`config.mk`:
```
export PLATFORM = sky130hd
export DESIGN_NAME = mpm_front_flat
export DESIGN_NICKNAME = d
export VERILOG_FILES = /design/src/mpm_pkg.sv /design/src/mpm_pix_if.sv /design/src/mpm_front.sv /design/src/flat_wrapper.sv
export SDC_FILE = /design/constraint.sdc
export NUM_CORES = 2
export LEC_CHECK = 0
export ABC_AREA = 1
export BUFFER_PORTS_ARGS = -buffer_cell sky130_fd_sc_hd__buf_4
export CORE_UTILIZATION = 40
export CTS_CLUSTER_DIAMETER = 200
export DETAILED_ROUTE_END_ITERATION = 10
export MAX_ROUTING_LAYER = met4
export PLACE_DENSITY_LB_ADDON = 0.15
export SLEW_MARGIN = 15
export SYNTH_ARGS = -nofsm -noshare
export SYNTH_HDL_FRONTEND = slang
export SYNTH_SLANG_ARGS = --single-unit
```
`constraint.sdc`:
```
create_clock -name i_clk -period 11.7 [get_ports i_clk]
set_input_delay 0.585 -clock i_clk [delete_from_list [all_inputs] [get_ports i_clk]]
set_output_delay 0.585 -clock i_clk [all_outputs]
set_load 0.03 [all_outputs]
```
`src/mpm_pkg.sv`:
```
// Shared types, constants and helpers of the Mandelbrot pixel membership unit.
`default_nettype none
package mpm_pkg;

    localparam int FRAC_BITS = 26;
    localparam int DIM_BITS  = 12;
    localparam int WORD_W    = 32;
    localparam int STEP_W    = 31;
    localparam int ITER_W    = 10;
    localparam int PROD_W    = DIM_BITS + STEP_W;
    localparam int SQ_W      = 2 * WORD_W;
    localparam int CFG_IW    = 3;
    localparam int Q_DEPTH   = 2;
    localparam int Q_AW      = $clog2(Q_DEPTH);
    localparam int Q_CW      = $clog2(Q_DEPTH + 1);

    localparam logic [WORD_W-1:0] ORIGIN_RST  = WORD_W'(-67108864);
    localparam logic [STEP_W-1:0] STEP_RST    = STEP_W'(209715);
    localparam logic [ITER_W-1:0] MAX_ITER_RST = ITER_W'(20);

    localparam bit FINAL_ALWAYS = (2 * FRAC_BITS >= 62);
    localparam logic [SQ_W-1:0] MEMBER_LIM =
        FINAL_ALWAYS ? '0 : (SQ_W'(4) << (2 * FRAC_BITS));

    typedef enum logic [CFG_IW-1:0] {
        CFG_ORIGIN_RE = 3'd0,
        CFG_ORIGIN_IM = 3'd1,
        CFG_STEP_RE   = 3'd2,
        CFG_STEP_IM   = 3'd3,
        CFG_MAX_ITER  = 3'd4
    } t_cfg_idx;

    typedef enum logic [1:0] {
        ST_IDLE,
        ST_MUL,
        ST_UPD
    } t_bk_state;

    typedef struct packed {
        logic signed [WORD_W-1:0] origin_re;
        logic signed [WORD_W-1:0] origin_im;
        logic [STEP_W-1:0]        step_re;
        logic [STEP_W-1:0]        step_im;
    } t_map_cfg;

    typedef struct packed {
        logic signed [WORD_W-1:0] cr;
        logic signed [WORD_W-1:0] ci;
    } t_cpt;

    typedef struct packed {
        logic valid;
        t_cpt data;
    } t_cpt_beat;

    function automatic logic signed [WORD_W-1:0] sat_word(input logic signed [SQ_W-1:0] v);
        logic signed [WORD_W-1:0] r;
        if ((&v[SQ_W-1:WORD_W-1]) || !(|v[SQ_W-1:WORD_W-1])) begin
            r = v[WORD_W-1:0];
        end else if (v[SQ_W-1]) begin
            r = {1'b1, {(WORD_W-1){1'b0}}};
        end else begin
            r = {1'b0, {(WORD_W-1){1'b1}}};
        end
        return r;
    endfunction

endpackage
`default_nettype wire

```
`src/mpm_pix_if.sv`:
```
// Pixel coordinate channel.
`default_nettype none
interface mpm_pix_if;
    import mpm_pkg::*;

    logic                valid;
    logic                ready;
    logic [DIM_BITS-1:0] col;
    logic [DIM_BITS-1:0] row;

    modport source (output valid, output col, output row, input ready);
    modport sink (input valid, input col, input row, output ready);
endinterface
`default_nettype wire

```
`src/mpm_front.sv`:
```
// Front end: accept pixel beats and map them to complex points.
`default_nettype none
module mpm_front (
    input  wire logic             i_clk,
    input  wire logic             i_rst_n,
    input  wire mpm_pkg::t_map_cfg i_cfg,
    mpm_pix_if.sink               i_pix,
    input  wire logic             i_q_ready,
    output mpm_pkg::t_cpt_beat    o_push
);
    import mpm_pkg::*;

    logic                     r_s1_vld;
    logic [PROD_W-1:0]        r_p_re;
    logic [PROD_W-1:0]        r_p_im;
    logic                     w_acc;
    logic signed [SQ_W-1:0]   w_sum_re;
    logic signed [SQ_W-1:0]   w_sum_im;

    assign i_pix.ready = !r_s1_vld || i_q_ready;
    assign w_acc       = i_pix.valid && i_pix.ready;

    always_ff @(posedge i_clk) begin
        if (!i_rst_n) begin
            r_s1_vld <= 1'b0;
        end else if (w_acc) begin
            r_s1_vld <= 1'b1;
        end else if (i_q_ready) begin
            r_s1_vld <= 1'b0;
        end
    end

    always_ff @(posedge i_clk) begin
        if (w_acc) begin
            r_p_re <= PROD_W'(i_pix.col) * PROD_W'(i_cfg.step_re);
            r_p_im <= PROD_W'(i_pix.row) * PROD_W'(i_cfg.step_im);
        end
    end

    always_comb begin
        w_sum_re = SQ_W'(i_cfg.origin_re) + signed'(SQ_W'(r_p_re));
        w_sum_im = SQ_W'(i_cfg.origin_im) + signed'(SQ_W'(r_p_im));
        o_push.valid   = r_s1_vld;
        o_push.data.cr = sat_word(w_sum_re);
        o_push.data.ci = sat_word(w_sum_im);
    end

endmodule
`default_nettype wire

```
`src/flat_wrapper.sv`:
```
// flat-port wrapper written by rule: the top's interface ports become plain ports
module mpm_front_flat import mpm_pkg::*;
  (i_clk, i_rst_n, i_cfg, i_q_ready, o_push, i_pix_valid, i_pix_col, i_pix_row, i_pix_ready);
  mpm_pix_if i_pix_i ();
  input  wire logic i_clk;
  input  wire logic i_rst_n;
  input  wire mpm_pkg::t_map_cfg i_cfg;
  input  wire logic i_q_ready;
  output mpm_pkg::t_cpt_beat o_push;
  input wire logic [$bits(i_pix_i.valid)-1:0] i_pix_valid;
  input wire logic [$bits(i_pix_i.col)-1:0] i_pix_col;
  input wire logic [$bits(i_pix_i.row)-1:0] i_pix_row;
  output wire logic [$bits(i_pix_i.ready)-1:0] i_pix_ready;
  assign i_pix_i.valid = i_pix_valid;
  assign i_pix_i.col = i_pix_col;
  assign i_pix_i.row = i_pix_row;
  assign i_pix_ready = i_pix_i.ready;
  mpm_front u_core (.i_clk(i_clk), .i_rst_n(i_rst_n), .i_cfg(i_cfg), .i_pix(i_pix_i), .i_q_ready(i_q_ready), .o_push(o_push));
endmodule
```
==> results.cfg <==
[synthesis]
synthCells = 4901
synth.distinct_cells = 44
synthArstFlopShare_pct = 0
ys_top_cells_by_area = fa_1, nand2_1, inv_1
syn_nets = 5887
synth_edf_count = 86
ys_ff_latch = 87
synth_top_area_share_pct = 34.2
ys.flop_type = edfxtp_1
ys_seq_area_share_pct = 7.63
synth.cell_area_um2 = 34100
synth_area_per_cell_um2 = 6.96
synth_top_area_cell = fa_1
yosys_warnings = 0

[timing]
relSlewSlack_pct = 29.9
worstMarginPinSlew_ps = 1050
tns_ps = 0
hold_viol_final = 0
rsz0062_at_grt = false
skew_ps = 18.4
fmax_mhz = 174
fin_ws_ps = 5940
fin_crit_ps = 5760
setup-violations-final = 0
slew_viol_final = 0
post-route-period-util_pct = 49.2

[routing]
drt.antenna.violating_nets = 0
dr.pass1.iters = 5
drc_errors = 0
viasPerCell = 4.79
drt_iter0_markers = 1708
vias = 29355
postRouteWirelength_um = 99700
wl_per_cell_um = 16.3

[clock_network]
cts-root-buf = clkbuf_16
cts_htree_levels = 3
numCtsBuffers = 9
cts_tree = built
cts_setup_buffers = 0
cts_hold_buf = 0
numClockSinks = 87
insertion_delay_ps = 370
clk_pin_slew_ps = 80
cts_resized = 0
clockBufferDepth = 2

[floorplan]
initial_core_util_pct = 40.6
coreArea_um2 = 84000
placementRows = 106
die_x_um = 294
dieArea_um2 = 86400
die_h_um = 294
io_pins = 220

[grt]
grt_max_degree = 85
grt_use_total_pct = 24.4
grt_pass1_vias = 29901
antenna_found_initial = 6
grt_overflow = 0
grt_pass1_wl_um = 161000

[critical_path]
start_kind = input pin
critPathKind = in -> reg
path_max_fanout = 31
cp.required_ps = 11820
crit_path_end_kind = flip-flop
arrival_ps = 5880

[layout]
syn2layout_area_growth_pct = 8.08
drive_gt1_share_pct = 5.67
nets = 5971

[outcome]
status = complete, no violations

[flow_run]
maxCapViolations = 0

[placed_design]
routabilityCongestion = 0.954
dp_slack_ps = 5620
port-buffer-count = 219
hpwl_um = 84000

[worst_hold_path]
hold_path_class = in -> reg
-- path summary, 6_finish.rpt --
check	end	slack, ps	start	depth (start not counted)
max	u_core.r_p_re[37]	5940	i_pix_col[6]	20
min	u_core.r_s1_vld	480	i_rst_n	2
max reg2reg	u_core.r_p_re[0]	9890	u_core.r_s1_vld	2
min reg2reg	u_core.r_s1_vld	570	u_core.r_s1_vld	2
-- cell families after synthesis --
kind of cell	share of synthesized area (%)
xor+xnor	3.44
flops	7.63
compound gates	5.04
buf+inv	15.8
simple gates	24.8
fa+ha+maj	43.3
-- Yosys cell counts, drive strengths merged (5+ instances only) --
cell type  instances
fa               582
nand4             18
o21bai            19
buf               13
o21ai             60
clkbuf           134
xor2              89
and3               9
nand3            102
a31oi             30
a21oi            155
a21o               6
nand3b            14
inv             1264
xnor2             45
edfxtp            86
nor4               5
nor3              14
nor2             261
ha               250
o21a              14
nand2           1701
-- area by class of cell --
cell class              count  area [um2]
clock buffers              11         233
inverters                1264        4740
well taps                1134        1420
flip-flops and latches     87        2600
diodes                      7        17.5
clock inverters             5        57.6
multi-input cells        3403       26100
repair buffers            220        1650
fillers                  8907       47100
-- per-layer routing --
layer  up-vias  part of all wire [%]  global-route usage [%]
met5         -                     0                       -
met1     14063                    49                    35.3
met4         0                   1.8                    5.46
li1      14429                     -                       -
met3        94                   5.4                    1.98
met2       769                    44                    37.2
-- state kept, by name, indices dropped and copies added, names as in the netlist --
name / flops
u_core.r_p_im: 43
u_core.r_p_re: 43
u_core.r_s1_vld: 1
-- per-stage QoR --
stage	utilization (%)	instance area, um2	cells	hold WS (ps)
finish	43.9	36900	6131	479
global route	43.9	36800	6130	474
CTS	43.9	36800	6124	458
detailed placement	43.5	36500	6108	569
global placement	43.5	36500	6108	558
floorplan	-	34100	4901	711
-- worst max-delay path, stage by stage --
cell and delay (ps):
buf_4 360, nand2_1 140, fa_1 550, inv_1 60, fa_1 570, fa_1 440
fa_1 490, inv_1 50, fa_1 470, inv_1 50, ha_1 400, nand2_1 130
o21ai_0 260, a21oi_1 130, o21ai_0 430, a21oi_1 180, o21ai_0 310, nand2_1 120
nand3_1 90, nand2_1 60
-- placed cells by master, fill, tap and decap left out, types with 5 or more instances in the layout --
cell type  count
a31oi_1       30
fa_1         582
nand3_1       98
diode_2        7
o21ai_0       53
nand4_1       18
xor2_1        89
ha_1         250
nor2_1       238
a21oi_1      154
nand2_1     1689
nor4_1         5
buf_4        220
clkbuf_16      9
inv_1       1262
o21a_1        14
xnor2_1       45
edfxtp_1      86
o21ai_1        7
nand2_2       11
and3_1         9
a21o_1         6
nand3b_1      12
o21bai_1      19
nor3_1        13
nor2_2        23
Power is left out: the tool's default activity adds up to more than one toggle a clock period on the data nets, which glitch-free logic cannot reach.
