==> config.mk <==
export PLATFORM = sky130hd
export DESIGN_NAME = mpm_queue
export DESIGN_NICKNAME = d
export VERILOG_FILES = /design/src/mpm_pkg.sv /design/src/mpm_queue.sv
export SDC_FILE = /design/constraint.sdc
export NUM_CORES = 1
export LEC_CHECK = 0
export CORE_UTILIZATION = 35
export CTS_CLUSTER_SIZE = 16
export DETAILED_ROUTE_END_ITERATION = 16
export DONT_BUFFER_PORTS = 1
export HOLD_SLACK_MARGIN = 0.08
export PLACE_DENSITY = 0.45
export SYNTH_ARGS = -nofsm -noshare
export SYNTH_HDL_FRONTEND = slang
export SYNTH_SLANG_ARGS = --single-unit
==> constraint.sdc <==
create_clock -name i_clk -period 3.35 [get_ports i_clk]
set_clock_uncertainty 0.1 [all_clocks]
set_input_delay 0.67 -clock i_clk [delete_from_list [all_inputs] [get_ports i_clk]]
set_output_delay 0.67 -clock i_clk [all_outputs]
set_load 0.1 [all_outputs]
==> src/mpm_pkg.sv <==
// Shared types, constants and helpers of the Mandelbrot pixel membership unit.
`default_nettype none
package mpm_pkg;

    localparam int FRAC_BITS = 26;
    localparam int DIM_BITS  = 12;
    localparam int WORD_W    = 32;
    localparam int STEP_W    = 31;
    localparam int ITER_W    = 10;
    localparam int PROD_W    = DIM_BITS + STEP_W;
    localparam int SQ_W      = 2 * WORD_W;
    localparam int CFG_IW    = 3;
    localparam int Q_DEPTH   = 2;
    localparam int Q_AW      = $clog2(Q_DEPTH);
    localparam int Q_CW      = $clog2(Q_DEPTH + 1);

    localparam logic [WORD_W-1:0] ORIGIN_RST  = WORD_W'(-67108864);
    localparam logic [STEP_W-1:0] STEP_RST    = STEP_W'(209715);
    localparam logic [ITER_W-1:0] MAX_ITER_RST = ITER_W'(20);

    localparam bit FINAL_ALWAYS = (2 * FRAC_BITS >= 62);
    localparam logic [SQ_W-1:0] MEMBER_LIM =
        FINAL_ALWAYS ? '0 : (SQ_W'(4) << (2 * FRAC_BITS));

    typedef enum logic [CFG_IW-1:0] {
        CFG_ORIGIN_RE = 3'd0,
        CFG_ORIGIN_IM = 3'd1,
        CFG_STEP_RE   = 3'd2,
        CFG_STEP_IM   = 3'd3,
        CFG_MAX_ITER  = 3'd4
    } t_cfg_idx;

    typedef enum logic [1:0] {
        ST_IDLE,
        ST_MUL,
        ST_UPD
    } t_bk_state;

    typedef struct packed {
        logic signed [WORD_W-1:0] origin_re;
        logic signed [WORD_W-1:0] origin_im;
        logic [STEP_W-1:0]        step_re;
        logic [STEP_W-1:0]        step_im;
    } t_map_cfg;

    typedef struct packed {
        logic signed [WORD_W-1:0] cr;
        logic signed [WORD_W-1:0] ci;
    } t_cpt;

    typedef struct packed {
        logic valid;
        t_cpt data;
    } t_cpt_beat;

    function automatic logic signed [WORD_W-1:0] sat_word(input logic signed [SQ_W-1:0] v);
        logic signed [WORD_W-1:0] r;
        if ((&v[SQ_W-1:WORD_W-1]) || !(|v[SQ_W-1:WORD_W-1])) begin
            r = v[WORD_W-1:0];
        end else if (v[SQ_W-1]) begin
            r = {1'b1, {(WORD_W-1){1'b0}}};
        end else begin
            r = {1'b0, {(WORD_W-1){1'b1}}};
        end
        return r;
    endfunction

endpackage
`default_nettype wire

==> src/mpm_queue.sv <==
// Short point queue between the front end and the iteration engine.
`default_nettype none
module mpm_queue (
    input  wire logic              i_clk,
    input  wire logic              i_rst_n,
    input  wire mpm_pkg::t_cpt_beat i_push,
    output logic                   o_push_ready,
    output mpm_pkg::t_cpt_beat     o_pop,
    input  wire logic              i_pop_ready
);
    import mpm_pkg::*;

    t_cpt            r_mem [Q_DEPTH];
    logic [Q_AW-1:0] r_wr_ptr;
    logic [Q_AW-1:0] r_rd_ptr;
    logic [Q_CW-1:0] r_cnt;
    logic            w_wr;
    logic            w_rd;

    assign o_push_ready = (r_cnt != Q_CW'(Q_DEPTH));
    assign o_pop.valid  = (r_cnt != '0);
    assign o_pop.data   = r_mem[r_rd_ptr];
    assign w_wr         = i_push.valid && o_push_ready;
    assign w_rd         = o_pop.valid && i_pop_ready;

    always_ff @(posedge i_clk) begin
        if (!i_rst_n) begin
            r_wr_ptr <= '0;
            r_rd_ptr <= '0;
            r_cnt    <= '0;
        end else begin
            if (w_wr) begin
                r_wr_ptr <= (r_wr_ptr == Q_AW'(Q_DEPTH - 1)) ? '0 : r_wr_ptr + 1'b1;
            end
            if (w_rd) begin
                r_rd_ptr <= (r_rd_ptr == Q_AW'(Q_DEPTH - 1)) ? '0 : r_rd_ptr + 1'b1;
            end
            if (w_wr && !w_rd) begin
                r_cnt <= r_cnt + 1'b1;
            end else if (w_rd && !w_wr) begin
                r_cnt <= r_cnt - 1'b1;
            end
        end
    end

    always_ff @(posedge i_clk) begin
        if (w_wr) begin
            r_mem[r_wr_ptr] <= i_push.data;
        end
    end

    a_cnt_bound: assert property (@(posedge i_clk) disable iff (!i_rst_n)
        r_cnt <= Q_CW'(Q_DEPTH))
        else $error("queue fill count beyond depth");

endmodule
`default_nettype wire

==> summary.md, run 1 <==
| Metric | Value |
|---|---|
| Routability cong. | around 0.66 |
| Final min period | 2.54 ns |
| Vias per inst | ~4.6 |
| R2r setup slk | between 1 and 1.5 ns |
| Hold_buf cts | 0 |
| Startpoint types | flop |
| Worst setup endpoint | o_pop[8] |
| Most common cell after layout, fill and taps aside | edfxtp_1 |
| Port bufs | 0 |
| First-pass GRT wire length | between 10 and 15 mm |
| Row count | between 40 and 50 |
| Worst EP required | 2.58 ns |
| Area leader, netlist | edfxtp_1 |
| WS Path Type | flop to output port |
| Endpoint class of the critical path | output port |
| FF/Latch Area | around 3900 µm² |
| # IOs | 134 |
| Netlist cell types | 20 |
| DIE WIDTH | roughly 120 µm |
| Max Freq | 393 MHz |
| Worst-Margin Slew | roughly 0.54 ns |
| CTS H-tree lvls | 4 |
| Synthesis Warnings | 0 |
| Gr ovfl total | 0 |
| Avg WL per Cell | between 15 and 20 µm |
| R2r startpoint | r_cnt[0] |
| CP arrival | 1.77 ns |
| Status | completed |
| Post-CTS Setup Inserts | 0 |
| RSZ-0062 raised after global routing | no |
| First-pass DRT Iterations | 3 |
| Detailed-route DRC error count | 0 |
| Starting Density | 0.362 |
| Ratio of cells with drive above 1 in the final layout | 0.399 |
| Vias | 1992 |
| Diode count | 0 |
| Slew Viols, Final | 0 |
| FF-to-FF End | r_mem[0][51] |
| Max-cap violations | 0 |
| GRT Total Usage | 0.116 |
| Die height | between 100 and 150 µm |
| CTS Buffer Depth | 2 |
| Clk sinks | roughly 130 |
| Cts repair resizes | 0 |
| Syn Nets | ~290 |
| Hold crit path type | primary input to flop |
| Slew Limit Headroom | 0.637 |
| Cell area after synthesis | between 4000 and 5000 µm² |
| Max FO, Critical Path | 36 |
| Largest net degree at the start of global routing | 65 |
| Core Area | between 10000 and 15000 µm² |
| R2R cell count | 4 |
| Setup-failing EPs final | 0 |
| Yosys reg bits | about 130 |
| TritonCTS clock tree | built |
| Die Area | 14400 µm² |
| Final Hold Fails | 0 |
| Mean post-synth cell area | 21.8 µm² |
| Filler cell count in the final layout | ~1200 |
| Leading post-synthesis cells by cell area | edfxtp_1 (79%), mux2_2 (15%), dfxtp_1 (2.1%) |
| Final period utilization | 0.759 |
| Clock transition at path regs | about 0.060 ns |
| Area Growth Syn to Fin | 16.6% |
| Cell count after synthesis | approximately 220 |
| # nets final | between 300 and 400 |
| Share of the synthesized area in the top cell type | 0.791 |
| DRT iter0 DRCs | 75 |
| Setup TNS | 0 ns |
| Post-synthesis sequential area ratio | 0.812 |
| Area of the multi-input gates | roughly 860 µm² |
| Initial antenna violation count | 0 |
| Root buf cell | clkbuf_16 |
| Post-route ant nets | 0 |
| Most frequent cells in the layout | edfxtp_1 (128), mux2_2 (64), clkbuf_16 (17) |
| Clock latency on the worst-skew pair | 0.40 ns |
| Total CTS buffers | 17 |
| Vias in the first global route | ~2100 |
| DRT Wirelength | around 7.9 mm |
[final cells by class]
cell class | count | area share
clock buffers | 20 | 0.0771
flip-flops and latches | 133 | 0.696
multi-input cells | 82 | 0.152
inverters | 1 | 0.000663
repair buffers | 5 | 0.0110
well taps | 176 | 0.0389
clock inverters | 12 | 0.0241
[critical path, cell delays in order, from the launching register on]
cell     delay, ns
dfxtp_2       0.32
buf_4         0.39
mux2_2        0.62
[state kept, by name, indices dropped and copies added (netlist names), named ones only]
name and cells:
r_cnt 2, r_wr_ptr 1, r_mem 128, r_rd_ptr 1
[cells by family after synthesis]
family,Yosys count,synth area share
DFF,133,0.812
muxes,64,0.148
and+or+nand+nor,9,0.0134
buffers and inverters,8,0.0111
AOI/OAI and AO/OA,5,0.00721
xor gates and xnor gates,3,0.00541
adders and majority gates,1,0.00258
[synthesized netlist by cell type (all sizes together)]
library cell and number:
dfxtp 5, and3 1, a21boi 2, xor2 1, inv 1, or2 1, buf 7, a21bo 1
edfxtp 128, and2 4, ha 1, or3 1, nand2b 1, mux2 64, nand3b 1, o21ai 2
xnor2 2
[per-stage QoR]
| stage | hold WS [ns] | worst slack [ns] | util | std cells | instance area (µm²) |
|---|---|---|---|---|---|
| after detailed placement | 0.443 | 1.19 | 0.380 | 397 | 5090 |
| after floorplan | 0.412 | 0.463 | - | 223 | 4860 |
| after global routing | 0.223 | 0.700 | 0.423 | 429 | 5670 |
| after global placement | 0.438 | 1.20 | 0.380 | 397 | 5090 |
| final | 0.257 | 0.808 | 0.423 | 429 | 5670 |
| after CTS | 0.231 | 0.743 | 0.423 | 429 | 5670 |
[per-layer routing]
metal / track usage / vias to the layer above / wire [µm] / part of all wire
li1: - / 913 / - / -
met1: 0.109 / 984 / 2680 / 0.34
met2: 0.190 / 82 / 4110 / 0.52
met3: 0.0822 / 13 / 966 / 0.12
met4: 0.0539 / 0 / 130 / 0.016
met5: 0 / - / 0 / 0
[worst min-delay path by stage]
stage	end	cells past startpoint	slack, ns	start
4_1_cts	r_mem[0][47]	0	0.23	i_push[47]
2_1_floorplan	r_cnt[1]	2	0.41	r_cnt[1]
3_5_place_dp	r_cnt[1]	2	0.44	r_cnt[1]
5_1_grt	r_mem[0][2]	0	0.22	i_push[2]
6_report	r_mem[0][47]	0	0.26	i_push[47]
3_3_place_gp	r_cnt[1]	2	0.44	r_cnt[1]
Power of run 1 is not shown: default switching activity piles up to over one toggle a cycle in this logic, so the estimate is an artifact.
==> run 2: changes to the inputs <==
==> constraint.sdc (replaced) <==
create_clock -name i_clk -period 2.5 [get_ports i_clk]
set_clock_uncertainty 0.1 [all_clocks]
set_input_delay 0.5 -clock i_clk [delete_from_list [all_inputs] [get_ports i_clk]]
set_output_delay 0.5 -clock i_clk [all_outputs]
set_load 0.1 [all_outputs]
==> summary.md, run 2 (same netlist as run 1, synthesis figures left out) <==
| Metric | Value |
|---|---|
| Status | completed (unchanged) |
| R2r setup slk | 0.60 ns (was 1.23 ns) |
| First-pass DRT Iterations | 4 (was 3) |
| Slew Viols, Final | 0 (unchanged) |
| Most common cell after layout, fill and taps aside | edfxtp_1 (unchanged) |
| Met3 GRT Util | 0.0684 (was 0.0822) |
| Clock transition at path regs | 0.05 ns (was 0.06 ns) |
| Cts repair resizes | 0 (unchanged) |
| Die Area | 14400 µm² (unchanged) |
| Dpl ws | 0.600 ns (was 1.19 ns) |
| RSZ-0062 raised after global routing | no (unchanged) |
| Final period utilization | 0.911 |
| WS Path Type | flop to output port (unchanged) |
| Hold-critical path depth | 1 (was 0) |
| Hold crit path type | primary input to flop (unchanged) |
| CTS Buffer Depth | 2 (unchanged) |
| Detailed-route DRC error count | 0 (unchanged) |
| Max Freq | 439 MHz |
| GRT Total Usage | 0.135 (was 0.116) |
| Row count | 42 (unchanged) |
| Fin cells | 558 (was 429) |
| Critical Path, Cell by Cell | buf_4 -> mux2_2 -> buf_12 (was buf_4 -> mux2_2) |
| Worst VDD drop | approximately 0.75 mV |
| Avg WL per Cell | 15.9 µm (was 18.4 µm) |
| Largest net degree at the start of global routing | 41 (was 65) |
| Largest register FFs | 128 (unchanged) |
| Clock latency on the worst-skew pair | 0.41 ns (was 0.40 ns) |
| Max-cap violations | 0 (unchanged) |
| Post-route ant nets | 0 (unchanged) |
| # IOs | 134 (unchanged) |
| PD cells | between 1000 and 1500 nW/µm² |
| Finished Core Util | 0.566 (was 0.423) |
| # nets final | 438 (was 309) |
| Endpoint class of the critical path | output port (unchanged) |
| DP Wirelength | roughly 5.4 mm |
| Clk sinks | 133 (unchanged) |
| Vias in the first global route | 2799 (was 2064) |
| Static Leak | 0.00270 µW |
| CP arrival | 1.68 ns (was 1.77 ns) |
| DP Area | 6400 µm² (was 5090 µm²) |
| Vias per inst | 4.52 (was 4.64) |
| Routability cong. | 0.676 (was 0.656) |
| Setup-failing EPs final | 0 (unchanged) |
| TritonCTS clock tree | built (unchanged) |
| Area Growth Syn to Fin | 56.1% (was 16.6%) |
| First-pass GRT wire length | 14.1 mm (was 11.6 mm) |
| Slowest cell on the critical path | mux2_2 (unchanged) |
| Final min period | roughly 2.3 ns |
| Diode count | 0 (unchanged) |
| Met2 GRT Util | 0.222 (was 0.190) |
| Setup ws final | 0.222 ns (was 0.808 ns) |
| Most frequent cells in the layout | edfxtp_1 (128), buf_12 (67), mux2_2 (64), dlygate4sd3_1 (64), clkbuf_16 (17) (was edfxtp_1 (128), mux2_2 (64), clkbuf_16 (17)) |
| Setup TNS | 0 ns (unchanged) |
| Final Hold Fails | 0 (unchanged) |
| Fin area | 7580 µm² (was 5670 µm²) |
| DIE WIDTH | 120 µm (unchanged) |
| Met1 usage | 0.146 (was 0.109) |
| Die height | 120 µm (unchanged) |
| Vias | 2523 (was 1992) |
| Largest register by flop count | r_mem (unchanged) |
| Slew Limit Headroom | 0.654 (was 0.637) |
| R2r startpoint | r_cnt[0] (unchanged) |
| R2R cell count | 5 (was 4) |
| FF-to-FF End | r_cnt[1] (was r_mem[0][51]) |
| Worst EP required | 1.90 ns (was 2.58 ns) |
| Max incr delay on CP | 0.42 ns (was 0.62 ns) |
| Total CTS buffers | 17 (unchanged) |
| CTS H-tree lvls | 4 (unchanged) |
| Core Area | 13400 µm² (unchanged) |
| Root buf cell | clkbuf_16 (unchanged) |
| Placed cell count | 462 (was 397) |
| Max FO, Critical Path | 24 (was 36) |
| Hold path start | i_rst_n (was i_push[47]) |
| Startpoint types | flop (unchanged) |
| DRT iter0 DRCs | 98 (was 75) |
| Ratio of cells with drive above 1 in the final layout | 0.427 (was 0.399) |
| Leading registers by flop count | r_mem (128), r_cnt (2) (unchanged) |
| Worst-Margin Slew | 0.523 ns (was 0.544 ns) |
| Initial antenna violation count | 0 (unchanged) |
| GR peak layer | met2 (unchanged) |
| Gr ovfl total | 0 (unchanged) |
| DRT Wirelength | 8.88 mm (was 7.89 mm) |
| Port bufs | 0 (unchanged) |
| Starting Density | 0.362 (unchanged) |
| Hold EP | r_cnt[0] (was r_mem[0][47]) |
==> run 2: cell types whose count changed in the layout (fill, tap and decap cells not counted), sizes merged, moves of 3 or more <==
cell,before,now
clkinv,7,4
dlygate4sd3,0,64
clkbuf,20,26
buf,5,70
==> run 2: per-layer routing <==
metal  up-vias  routed length [µm]
li1       1171                   -
met1      1261                3530
met2        78                4540
met3        13                 667
met4         0                 145
met5         -                   0
==> run 2: what timing repair did <==
action                    CTS  global route
hold buffers               64             0
hold endpoints to repair  128             0
setup buffers               0             0
==> run 2: worst max path at each step <==
| stage | startpoint | endpoint | slack, ns | depth (start not counted) |
|---|---|---|---|---|
| 4_1_cts | flop | o_pop[30] | 0.16 | 3 |
| 6_report | flop | o_pop[10] | 0.22 | 3 |
| 3_3_place_gp | flop | o_pop[10] | 0.62 | 3 |
| 2_1_floorplan | r_cnt[0] | r_mem[0][0] | 0.21 | 3 |
| 5_1_grt | flop | o_pop[30] | 0.13 | 3 |
| 3_5_place_dp | r_cnt[0] | r_cnt[1] | 0.60 | 5 |
==> run 2: where the power goes <==
part	leakage (µW)	internal [µW]	switching [µW]	total, µW
clock network	0.000264	1460	814	2270
logic	0.00120	1760	3290	5050
registers	0.00124	2790	74.4	2860
==> run 2: cell type report <==
cell class | count | area [µm²]
Sequential cell | 133 | 3950
Clock inverter | 6 | 80.1
Timing Repair Buffer | 134 | 2000
Clock buffer | 26 | 459
Inverter | 1 | 7.51
Fill cell | 1038 | 5820
Tap cell | 176 | 220
Multi-Input combinational cell | 82 | 865
==> run 2: stage by stage <==
stage / total power [µW] / hold WS (ns)
after floorplan: 6200 / 0.412
after global placement: 7890 / 0.423
after detailed placement: 7920 / 0.450
final: 10200 / 0.109
after global routing: 10500 / 0.0934
after CTS: 10300 / 0.0912
==> run 2: worst max-delay path: cells and delay by family (launching register included) <==
family | cells | cell delay [ns]
muxes | 1 | 0.42
DFF | 1 | 0.35
buffers and inverters | 2 | 0.48
Power figures use the tool's default switching activity.
